**src/sv/tsa_pkg.sv**
```systemverilog
`timescale 1ns / 1ps
package tsa_pkg;

    localparam logic [1:0] OP_START  = 2'd0;
    localparam logic [1:0] OP_CANCEL = 2'd1;
    localparam logic [1:0] OP_TICK   = 2'd2;
    localparam logic [1:0] OP_QUERY  = 2'd3;

    localparam logic [1:0] RK_UPDATE = 2'd0;
    localparam logic [1:0] RK_DROP   = 2'd1;
    localparam logic [1:0] RK_ACK    = 2'd2;
    localparam logic [1:0] RK_QUERY  = 2'd3;

    localparam int DIV_STEPS = 8;

    typedef struct packed {
        logic [7:0]  target;
        logic [15:0] owner;
        logic        kind;
        logic        curve;
        logic [15:0] from_v;
        logic [15:0] to_v;
        logic [31:0] begin_t;
        logic [15:0] len;
    } t_slot;

    typedef struct packed {
        logic load;
        logic rd;
        logic eval_a;
        logic eval_b;
        logic div;
        logic c1;
        logic c2;
        logic prd;
        logic emt;
        logic fin;
    } t_cmd;

    typedef struct packed {
        logic is_tick;
        logic started;
    } t_stat;

    // byte kind clamps to 0..255, word kind keeps the low 16 bits
    function automatic logic [15:0] fit_kind(input logic signed [17:0] v, input logic kind);
        logic [15:0] res;
        res = v[15:0];
        if (kind) begin
            if (v < 0) begin
                res = 16'd0;
            end else if (v > 18'sd255) begin
                res = 16'd255;
            end
        end
        return res;
    endfunction

endpackage

```
**src/sv/tsa_ctrl.sv**
```systemverilog
`timescale 1ns / 1ps
module tsa_ctrl #(
    parameter int SLOTS = 32,
    localparam int IW = $clog2(SLOTS)
) (
    input  logic          i_clk,
    input  logic          i_rst_n,
    input  logic          start,
    output logic          busy,
    input  tsa_pkg::t_stat i_stat,
    output tsa_pkg::t_cmd  o_cmd,
    output logic [IW-1:0] o_addr
);

    localparam logic [3:0] S_IDLE = 4'd0;
    localparam logic [3:0] S_RD   = 4'd1;
    localparam logic [3:0] S_EVA  = 4'd2;
    localparam logic [3:0] S_EVB  = 4'd3;
    localparam logic [3:0] S_DIV  = 4'd4;
    localparam logic [3:0] S_C1   = 4'd5;
    localparam logic [3:0] S_C2   = 4'd6;
    localparam logic [3:0] S_PRD  = 4'd7;
    localparam logic [3:0] S_EMT  = 4'd8;
    localparam logic [3:0] S_FIN  = 4'd9;

    logic [3:0]    r_state, n_state;
    logic [IW-1:0] r_idx, n_idx;
    logic          r_phb, n_phb;
    logic [2:0]    r_cnt, n_cnt;
    logic          idx_last;

    assign idx_last = (r_idx == IW'(SLOTS - 1));
    assign busy     = (r_state != S_IDLE);
    assign o_addr   = r_idx;

    always_comb begin
        n_state = r_state;
        n_idx   = r_idx;
        n_phb   = r_phb;
        n_cnt   = r_cnt;
        o_cmd   = '0;
        case (r_state)
            S_IDLE: begin
                if (start) begin
                    o_cmd.load = 1'b1;
                    n_idx      = '0;
                    n_phb      = 1'b0;
                    n_state    = S_RD;
                end
            end
            S_RD: begin
                o_cmd.rd = 1'b1;
                n_state  = r_phb ? S_EVB : S_EVA;
            end
            S_EVA: begin
                o_cmd.eval_a = 1'b1;
                if (idx_last) begin
                    n_idx = '0;
                    if (i_stat.is_tick) begin
                        n_phb   = 1'b1;
                        n_state = S_RD;
                    end else begin
                        n_state = S_FIN;
                    end
                end else begin
                    n_idx   = r_idx + 1'b1;
                    n_state = S_RD;
                end
            end
            S_EVB: begin
                o_cmd.eval_b = 1'b1;
                n_cnt        = '0;
                if (i_stat.started) begin
                    n_state = S_DIV;
                end else if (idx_last) begin
                    n_state = S_FIN;
                end else begin
                    n_idx   = r_idx + 1'b1;
                    n_state = S_RD;
                end
            end
            S_DIV: begin
                o_cmd.div = 1'b1;
                n_cnt     = r_cnt + 1'b1;
                if (r_cnt == 3'(tsa_pkg::DIV_STEPS - 1)) begin
                    n_state = S_C1;
                end
            end
            S_C1: begin
                o_cmd.c1 = 1'b1;
                n_state  = S_C2;
            end
            S_C2: begin
                o_cmd.c2 = 1'b1;
                n_state  = S_PRD;
            end
            S_PRD: begin
                o_cmd.prd = 1'b1;
                n_state   = S_EMT;
            end
            S_EMT: begin
                o_cmd.emt = 1'b1;
                if (idx_last) begin
                    n_state = S_FIN;
                end else begin
                    n_idx   = r_idx + 1'b1;
                    n_state = S_RD;
                end
            end
            S_FIN: begin
                o_cmd.fin = 1'b1;
                n_state   = S_IDLE;
            end
            default: begin
                n_state = S_IDLE;
            end
        endcase
    end

    always_ff @(posedge i_clk) begin
        if (!i_rst_n) begin
            r_state <= S_IDLE;
            r_idx   <= '0;
            r_phb   <= 1'b0;
            r_cnt   <= '0;
        end else begin
            r_state <= n_state;
            r_idx   <= n_idx;
            r_phb   <= n_phb;
            r_cnt   <= n_cnt;
        end
    end

endmodule

```
**src/sv/tsa_datapath.sv**
```systemverilog
`timescale 1ns / 1ps
module tsa_datapath #(
    parameter int SLOTS = 32,
    localparam int IW = $clog2(SLOTS)
) (
    input  logic               i_clk,
    input  logic               i_rst_n,
    input  tsa_pkg::t_cmd      i_cmd,
    input  logic [IW-1:0]      i_addr,
    output tsa_pkg::t_stat     o_stat,
    input  logic [1:0]         i_opcode,
    input  logic [31:0]        i_current_time,
    input  logic [7:0]         i_target_id,
    input  logic [15:0]        i_owner_id,
    input  logic               i_value_kind,
    input  logic               i_ease_curve,
    input  logic signed [15:0] i_start_value,
    input  logic signed [15:0] i_end_value,
    input  logic [15:0]        i_delay,
    input  logic [15:0]        i_duration,
    output logic               o_strobe,
    output logic [1:0]         o_result_kind,
    output logic [7:0]         o_out_target,
    output logic signed [15:0] o_field_value,
    output logic               o_target_active,
    output logic               o_settling,
    output logic               o_last
);

    // latched item
    logic [1:0]  r_op;
    logic [31:0] r_now;
    logic [7:0]  r_tgt;
    logic [15:0] r_own;
    logic        r_kind_in, r_curve_in;
    logic [15:0] r_from_in, r_to_in, r_delay, r_dur;

    tsa_pkg::t_slot r_mem [SLOTS];
    tsa_pkg::t_slot r_rd;
    tsa_pkg::t_slot wr_rec;
    logic [SLOTS-1:0] r_valid;

    logic          r_settle, r_act, r_found;
    logic [IW-1:0] r_free_idx;

    // step work registers
    logic               r_full, r_curve, r_kind;
    logic [15:0]        r_rem, r_len, r_from;
    logic [7:0]         r_q, r_tgt_w;
    logic signed [16:0] r_diff;
    logic [8:0]         r_t, r_inv;
    logic [17:0]        r_sq;
    logic [26:0]        r_cube;
    logic signed [26:0] r_prod;

    logic        r_pend;
    logic [7:0]  r_pt;
    logic [15:0] r_pv;

    logic        vld, run, cancel, keep, do_alloc, settle_fin;
    logic [31:0] endt, dlt, elapsed;
    logic [16:0] rem2;
    logic        ge;
    logic [8:0]  t9, inv9, k9;
    logic signed [18:0] vsum;
    logic [15:0] new_val;

    assign vld     = r_valid[i_addr];
    assign endt    = r_rd.begin_t + {16'd0, r_rd.len};
    assign dlt     = r_now - endt;
    assign run     = vld && dlt[31];
    assign elapsed = r_now - r_rd.begin_t;

    always_comb begin
        case (r_op)
            tsa_pkg::OP_START:  cancel = vld && (r_rd.target == r_tgt);
            tsa_pkg::OP_CANCEL: cancel = vld && (r_rd.owner == r_own);
            default:            cancel = 1'b0;
        endcase
    end
    assign keep = vld && !cancel;

    assign o_stat.is_tick = (r_op == tsa_pkg::OP_TICK);
    assign o_stat.started = vld && !elapsed[31];

    assign do_alloc   = i_cmd.fin && (r_op == tsa_pkg::OP_START) && r_found;
    // a new slot is running now unless delay and duration are both zero
    assign settle_fin = r_settle || ((r_op == tsa_pkg::OP_START) && r_found &&
                        (({1'b0, r_delay} + {1'b0, r_dur}) != 17'd0));

    assign rem2 = {r_rem, 1'b0};
    assign ge   = (rem2 >= {1'b0, r_len});
    assign t9   = r_full ? 9'd256 : {1'b0, r_q};
    assign inv9 = 9'd256 - t9;
    assign k9   = r_curve ? (9'd256 - r_cube[24:16]) : r_t;
    assign vsum = {{3{r_from[15]}}, r_from} + 19'(r_prod >>> 8);
    assign new_val = tsa_pkg::fit_kind(18'(vsum), r_kind);

    always_comb begin
        wr_rec.target  = r_tgt;
        wr_rec.owner   = r_own;
        wr_rec.kind    = r_kind_in;
        wr_rec.curve   = r_curve_in;
        wr_rec.from_v  = r_from_in;
        wr_rec.to_v    = r_to_in;
        wr_rec.begin_t = r_now + {16'd0, r_delay};
        wr_rec.len     = r_dur;
    end

    always_ff @(posedge i_clk) begin
        if (do_alloc) begin
            r_mem[r_free_idx] <= wr_rec;
        end
        if (i_cmd.rd) begin
            r_rd <= r_mem[i_addr];
        end
    end

    always_ff @(posedge i_clk) begin
        if (i_cmd.load) begin
            r_op       <= i_opcode;
            r_now      <= i_current_time;
            r_tgt      <= i_target_id;
            r_own      <= i_owner_id;
            r_kind_in  <= i_value_kind;
            r_curve_in <= i_ease_curve;
            r_from_in  <= i_start_value;
            r_to_in    <= i_end_value;
            r_delay    <= i_delay;
            r_dur      <= i_duration;
        end
        if (i_cmd.eval_a && !r_found && (r_op == tsa_pkg::OP_START) && !keep) begin
            r_free_idx <= i_addr;
        end
        if (i_cmd.eval_b) begin
            r_full  <= (r_rd.len == 16'd0) || (elapsed >= {16'd0, r_rd.len});
            r_rem   <= elapsed[15:0];
            r_q     <= '0;
            r_len   <= r_rd.len;
            r_from  <= r_rd.from_v;
            r_diff  <= $signed({r_rd.to_v[15], r_rd.to_v}) -
                       $signed({r_rd.from_v[15], r_rd.from_v});
            r_curve <= r_rd.curve;
            r_kind  <= r_rd.kind;
            r_tgt_w <= r_rd.target;
        end
        if (i_cmd.div) begin
            r_rem <= 16'(ge ? (rem2 - {1'b0, r_len}) : rem2);
            r_q   <= {r_q[6:0], ge};
        end
        if (i_cmd.c1) begin
            r_t   <= t9;
            r_inv <= inv9;
            r_sq  <= inv9 * inv9;
        end
        if (i_cmd.c2) begin
            r_cube <= r_sq * r_inv;
        end
        if (i_cmd.prd) begin
            r_prod <= r_diff * $signed({1'b0, k9});
        end
        if (i_cmd.emt) begin
            r_pt <= r_tgt_w;
            r_pv <= new_val;
        end
    end

    always_ff @(posedge i_clk) begin
        if (!i_rst_n) begin
            r_valid  <= '0;
            r_settle <= 1'b0;
            r_act    <= 1'b0;
            r_found  <= 1'b0;
            r_pend   <= 1'b0;
        end else begin
            if (i_cmd.load) begin
                r_settle <= 1'b0;
                r_act    <= 1'b0;
                r_found  <= 1'b0;
                r_pend   <= 1'b0;
            end
            if (i_cmd.eval_a) begin
                if (cancel) begin
                    r_valid[i_addr] <= 1'b0;
                end
                if ((r_op == tsa_pkg::OP_START) && !keep) begin
                    r_found <= 1'b1;
                end
                if (keep && run) begin
                    r_settle <= 1'b1;
                end
                if ((r_op == tsa_pkg::OP_QUERY) && run && (r_rd.target == r_tgt)) begin
                    r_act <= 1'b1;
                end
            end
            if (i_cmd.emt) begin
                r_pend <= 1'b1;
                if (r_full) begin
                    r_valid[i_addr] <= 1'b0;
                end
            end
            if (do_alloc) begin
                r_valid[r_free_idx] <= 1'b1;
            end
        end
    end

    always_ff @(posedge i_clk) begin
        if (!i_rst_n) begin
            o_strobe <= 1'b0;
        end else begin
            o_strobe <= (i_cmd.emt && r_pend) || i_cmd.fin;
        end
    end

    // one update is held back so the final one can carry last
    always_ff @(posedge i_clk) begin
        if (i_cmd.emt) begin
            o_result_kind   <= tsa_pkg::RK_UPDATE;
            o_out_target    <= r_pt;
            o_field_value   <= r_pv;
            o_target_active <= 1'b0;
            o_settling      <= r_settle;
            o_last          <= 1'b0;
        end else if (i_cmd.fin) begin
            o_out_target    <= '0;
            o_field_value   <= '0;
            o_target_active <= 1'b0;
            o_settling      <= settle_fin;
            o_last          <= 1'b1;
            case (r_op)
                tsa_pkg::OP_START: begin
                    if (r_found) begin
                        o_result_kind <= tsa_pkg::RK_UPDATE;
                        o_out_target  <= r_tgt;
                        o_field_value <= tsa_pkg::fit_kind(
                            {{2{r_from_in[15]}}, r_from_in}, r_kind_in);
                    end else begin
                        o_result_kind <= tsa_pkg::RK_DROP;
                    end
                end
                tsa_pkg::OP_CANCEL: begin
                    o_result_kind <= tsa_pkg::RK_ACK;
                end
                tsa_pkg::OP_TICK: begin
                    if (r_pend) begin
                        o_result_kind <= tsa_pkg::RK_UPDATE;
                        o_out_target  <= r_pt;
                        o_field_value <= r_pv;
                    end else begin
                        o_result_kind <= tsa_pkg::RK_ACK;
                    end
                end
                default: begin
                    o_result_kind   <= tsa_pkg::RK_QUERY;
                    o_target_active <= r_act;
                end
            endcase
        end
    end

endmodule

```
**src/sv/tween_slot_animator_unit.sv**
```systemverilog
`timescale 1ns / 1ps
// Animation slot pool. An item is taken when start is high and busy is low; results come
// out one per strobe cycle and must be taken as they appear, the last one marked by o_last.
// Every item first walks all SLOTS entries of the slot memory, reading and then evaluating
// each slot; start, cancel and query end after this walk. A tick then walks the slots again:
// an idle or pending slot is only read and checked, while a stepped one also runs an 8-step
// divider for the easing fraction plus two cube multiplies and the blend multiply.
module tween_slot_animator_unit #(
    parameter int SLOTS = 32
) (
    input  logic               i_clk,
    input  logic               i_rst_n,
    input  logic               start,
    output logic               busy,
    input  logic [1:0]         i_opcode,
    input  logic [31:0]        i_current_time,
    input  logic [7:0]         i_target_id,
    input  logic [15:0]        i_owner_id,
    input  logic               i_value_kind,
    input  logic               i_ease_curve,
    input  logic signed [15:0] i_start_value,
    input  logic signed [15:0] i_end_value,
    input  logic [15:0]        i_delay,
    input  logic [15:0]        i_duration,
    output logic               o_strobe,
    output logic [1:0]         o_result_kind,
    output logic [7:0]         o_out_target,
    output logic signed [15:0] o_field_value,
    output logic               o_target_active,
    output logic               o_settling,
    output logic               o_last
);

    localparam int IW = $clog2(SLOTS);

    tsa_pkg::t_cmd  cmd;
    tsa_pkg::t_stat stat;
    logic [IW-1:0]  addr;

    tsa_ctrl #(.SLOTS(SLOTS)) u_ctrl (
        .i_clk   (i_clk),
        .i_rst_n (i_rst_n),
        .start   (start),
        .busy    (busy),
        .i_stat  (stat),
        .o_cmd   (cmd),
        .o_addr  (addr)
    );

    tsa_datapath #(.SLOTS(SLOTS)) u_dp (
        .i_clk           (i_clk),
        .i_rst_n         (i_rst_n),
        .i_cmd           (cmd),
        .i_addr          (addr),
        .o_stat          (stat),
        .i_opcode        (i_opcode),
        .i_current_time  (i_current_time),
        .i_target_id     (i_target_id),
        .i_owner_id      (i_owner_id),
        .i_value_kind    (i_value_kind),
        .i_ease_curve    (i_ease_curve),
        .i_start_value   (i_start_value),
        .i_end_value     (i_end_value),
        .i_delay         (i_delay),
        .i_duration      (i_duration),
        .o_strobe        (o_strobe),
        .o_result_kind   (o_result_kind),
        .o_out_target    (o_out_target),
        .o_field_value   (o_field_value),
        .o_target_active (o_target_active),
        .o_settling      (o_settling),
        .o_last          (o_last)
    );

endmodule

```
**config.mk**
```make
export PLATFORM = sky130hd
export DESIGN_NAME = tween_slot_animator_unit
export DESIGN_NICKNAME = d
export VERILOG_FILES = /design/src/sv/tsa_pkg.sv /design/src/sv/tsa_ctrl.sv /design/src/sv/tsa_datapath.sv /design/src/sv/tween_slot_animator_unit.sv
export SDC_FILE = /design/constraint.sdc
export NUM_CORES = 2
export LEC_CHECK = 0
export BUFFER_PORTS_ARGS = -buffer_cell sky130_fd_sc_hd__buf_2
export CELL_PAD_IN_SITES_DETAIL_PLACEMENT = 0
export CELL_PAD_IN_SITES_GLOBAL_PLACEMENT = 1
export CORE_MARGIN = 2
export CORE_UTILIZATION = 44
export DETAILED_ROUTE_END_ITERATION = 10
export GPL_TIMING_DRIVEN = 1
export PLACE_DENSITY = 0.62
export SYNTH_ARGS = -nofsm -noshare
export SYNTH_HDL_FRONTEND = slang
export SYNTH_SLANG_ARGS = --single-unit
```
**constraint.sdc**
```tcl
create_clock -name i_clk -period 12 [get_ports i_clk]
set_clock_uncertainty 0.15 [all_clocks]
set_input_delay 0.6 -clock i_clk [delete_from_list [all_inputs] [get_ports i_clk]]
set_output_delay 0.6 -clock i_clk [all_outputs]
set_load 0.03 [all_outputs]
```
==> results by group <==
Setup path
  • WP data required: 12.54 ns
  • Worst-path cell chain: or4_1, nor3_1, xnor2_1, a21oi_2, and2_1, ha_1, inv_1, fa_1, fa_1, fa_1, fa_1, inv_1, ha_1, o21a_1, o21ai_0, a21oi_1, o211ai_1, a31oi_1, a221o_1, and2_1, o21a_1, nor2_1, xnor2_1
  • Worst R2R Path Depth: 23
  • Setup Crit Path Kind: reg -> reg
  • Critical Path AT: 7.55 ns
  • Worst Setup End Kind: flip-flop
  • Critical R2R Capture: u_dp.r_prod[23]
  • Worst Path Max Fanout: 17
  • Slowest-stage cell, CP: a21oi_2
  • Nature of the critical path startpoint: flip-flop
  • Most frequent CP cell: fa_1
  • Reg-to-Reg Start: u_dp.r_cube[19]
  • R2R Setup Slk: around 5 ns
  • Critical Path Max Stage Delay: roughly 0.63 ns

Floorplan
  • Rows: about 220
  • Overall die height: approximately 610 um
  • Core ar.: between 0.3 and 0.4 mm^2
  • Die area: approximately 0.37 mm^2
  • Die X: 610 um
  • Starting density of the core: 44.2%
  • IO Count: between 150 and 200

Hold path
  • Worst hold start: start
  • HP Class: in -> reg
  • Hold Path Sink: u_ctrl.r_state[0]
  • Hold path depth: 5

Yosys
  • Synth area leader: edfxtp_1
  • Largest family of logic cells by synthesized area: multiplexers
  • Cells after Synth: between 8000 and 9000
  • Register bit total from synthesis: between 3000 and 4000
  • Avg Inst Size Synth: 19.3 um^2
  • Share of the synthesized area in the top cell type: 71.0%
  • Synth Area in Compound Gates: under 10%
  • EDFF count, synth: around 3800
  • Yosys warnings: 0
  • Mux cell area share after synthesis: between 10% and 20%
  • Xor/xnor share of the synthesized area: less than 1%
  • Register area share after synthesis: approximately 72%
  • Post-Synth Adder-Cell Area: around 5.9%
  • Simple-gate share of the synthesized area: approximately 3.3%
  • Synth async-reset ratio: 0%
  • Cell variety after synth: slightly above 90
  • Main synth FF type: edfxtp_1
  • Synth top area cells: edfxtp_1, mux4_2, fa_1
  • Post-Syn Area: 0.162 mm^2

Placed design
  • Port buffer count: about 160
  • Placed cells: ~13000
  • Post-Place Worst Slack: between 4 and 5 ns
  • RePlAce Congestion: between 0.8 and 0.9
  • HPWL after detailed placement: between 200 and 250 mm

Global routing
  • GRT Resource Usage Total: roughly a quarter
  • GRT overflow: 0
  • Initial antenna violation count: 13
  • Largest net degree at the start of global routing: ~140
  • First-pass GRT wire length: between 600 and 700 mm
  • Vias in the first global route: between 80000 and 90000

Route
  • Drt first pass iters: 8
  • DR WL/cell: between 30 and 40 um
  • Post-DR vias/cell: 6.00
  • Starting DRT DRC Count: 9730
  • DRT antenna net count: 0
  • Remaining DRCs: 0
  • Via count: 84565
  • Drt total wl: 458 mm

STA
  • Final TNS setup: 0 ns
  • Fin. max-slew vios: 0
  • Worst hold margin: around 0.16 ns
  • Final period util: between 50% and 60%
  • Worst rel slew slack: 11.9%
  • Min setup slack post-route: between 4 and 5 ns
  • Min cycle time layout: around 7 ns
  • Fmax: between 0.1 and 0.15 GHz
  • Worst Tran Pin Value: 1.32 ns
  • Final hold vios: 0
  • RSZ-0062 raised after global routing: no
  • Final setup viols: 0

Cells and area
  • Share of cells above drive strength 1: 20.8%
  • Layout fillers: slightly below 30000
  • Post-Layout Cell Count: around 14000
  • Most frequent cells in the layout: edfxtp_1, mux4_2, inv_1
  • Post-layout net count: 9664
  • Most common cell after layout, fill and taps aside: edfxtp_1
  • Area grow syn2layout: 13.7%

Clock tree
  • Resize count post-CTS: 0
  • CTS buffer count: 407
  • Clock Path Buffers: 4
  • Clock Sinks: approximately 3900
  • Hold Buf Count CTS: roughly 130
  • Clock insertion delay at the later pin of the skew report: ~0.97 ns
  • # Post-CTS Setup Buffers: 0
  • Clock transition at the registers of the reported paths: roughly 0.07 ns
  • CTS tree: yes
  • Htree depth: 5
  • Clock tree root buffer cell: clkbuf_16

Power
  • Leakage: roughly 60 nW
  • IR drop worst, VDD: roughly 0.12 mV
  • PD cells: 159 mW/mm^2

Job
  • Max Cap Viol: 0

Run status
  • Status: complete, no violations
[per-stage QoR]
step	util (%)	total power, mW	area, um^2
3_5_place_dp	46.4	17.2	170000
2_1_floorplan	-	16.6	162000
4_1_cts	50.2	29.5	184000
6_report	50.3	29.2	184000
5_1_grt	50.3	30.2	184000
3_3_place_gp	46.4	17.2	170000
[report_power, final]
part | switching [mW] | internal [mW] | leakage, nW | total, mW
logic | 1.01 | 0.641 | 18.7 | 1.65
clock network | 5.31 | 6.99 | 6.25 | 12.3
registers | 0.131 | 15.2 | 34.9 | 15.3
total | 6.45 | 22.8 | 59.9 | 29.2
[layout make-up]
type,count,area [um^2],share of cell area (%)
clock buffer,501,10700,5.80
antenna,3,7.51,0.00408
tap,4816,6030,3.28
sequential,3874,116000,63.0
inverter,490,1850,1.00
multi-input combinational,3658,43200,23.5
timing repair buffer,509,4030,2.19
clock inverter,245,2250,1.23
[synthesized netlist by cell type (all sizes together), types with 8 or more instances]
cell type  count
edfxtp      3820
mux4         856
inv          489
a22oi        426
ha           312
nand2        299
fa           285
clkbuf       266
nor2         219
a21oi        139
xnor2        135
and2         130
nand4        126
buf          101
o21ai         94
o21a          62
nand3         61
dfxtp         54
nor3          49
nor2b         48
a21o          42
xor2          42
nand2b        34
a211oi        24
nor4          22
and3          19
mux2i         18
a22o          16
a31oi         16
mux2          12
o211ai        11
o21bai        11
or3           11
nand3b        10
a2111oi        8
o31ai          8
[cell families (layout without fill, tap and decap cells)]
logic type	count (synthesis)	in the layout
AOI/OAI and AO/OA	933	933
xor gates and xnor gates	177	177
adders and majority gates	597	597
buffers and inverters	857	1745
DFF	3874	3874
muxes	886	886
other	1	5
and+or+nand+nor	1063	1063
[per-layer routing]
metal  vias to the layer above  part of all wire, %  GRT usage [%]
met5                         -               0.0024              0
met4                         2                  2.8           6.50
met3                       641                  6.4           2.99
met2                      3197                   49           40.5
met1                     45959                   42           34.7
li1                      34766                    -              -
[how the worst max path moves through the flow]
stage                 startpoint               to  cells after the start
2_1_floorplan  u_ctrl.r_state[0]     u_dp.r_rd[0]                      3
3_3_place_gp     u_dp.r_cube[19]  u_dp.r_prod[23]                     23
3_5_place_dp     u_dp.r_cube[19]  u_dp.r_prod[23]                     23
4_1_cts          u_dp.r_cube[19]  u_dp.r_prod[23]                     23
5_1_grt          u_dp.r_cube[19]  u_dp.r_prod[25]                     23
6_report         u_dp.r_cube[19]  u_dp.r_prod[23]                     23
[registers in the layout, summed over array words and instances (netlist names), 17 cells and up]
| register | cells |
|---|---|
| u_dp.r_diff | 17 |
| u_dp.r_now | 32 |
| u_dp.r_valid | 32 |
| u_dp.r_mem | 3392 |
| u_dp.r_rd | 106 |
| u_dp.r_prod | 18 |
| u_dp.r_sq | 17 |
[critical path, delay by kind of cell, from the launching register on]
family | cells | cell delay, ns
adder cells (fa/ha/maj) | 6 | 2.40
AO/OA/AOI/OAI | 8 | 2.12
AND/OR/NAND/NOR | 5 | 1.33
flip-flops | 1 | 0.46
XOR/XNOR | 2 | 0.19
buffers and inverters | 2 | 0.12
Power figures use the tool's default switching activity.
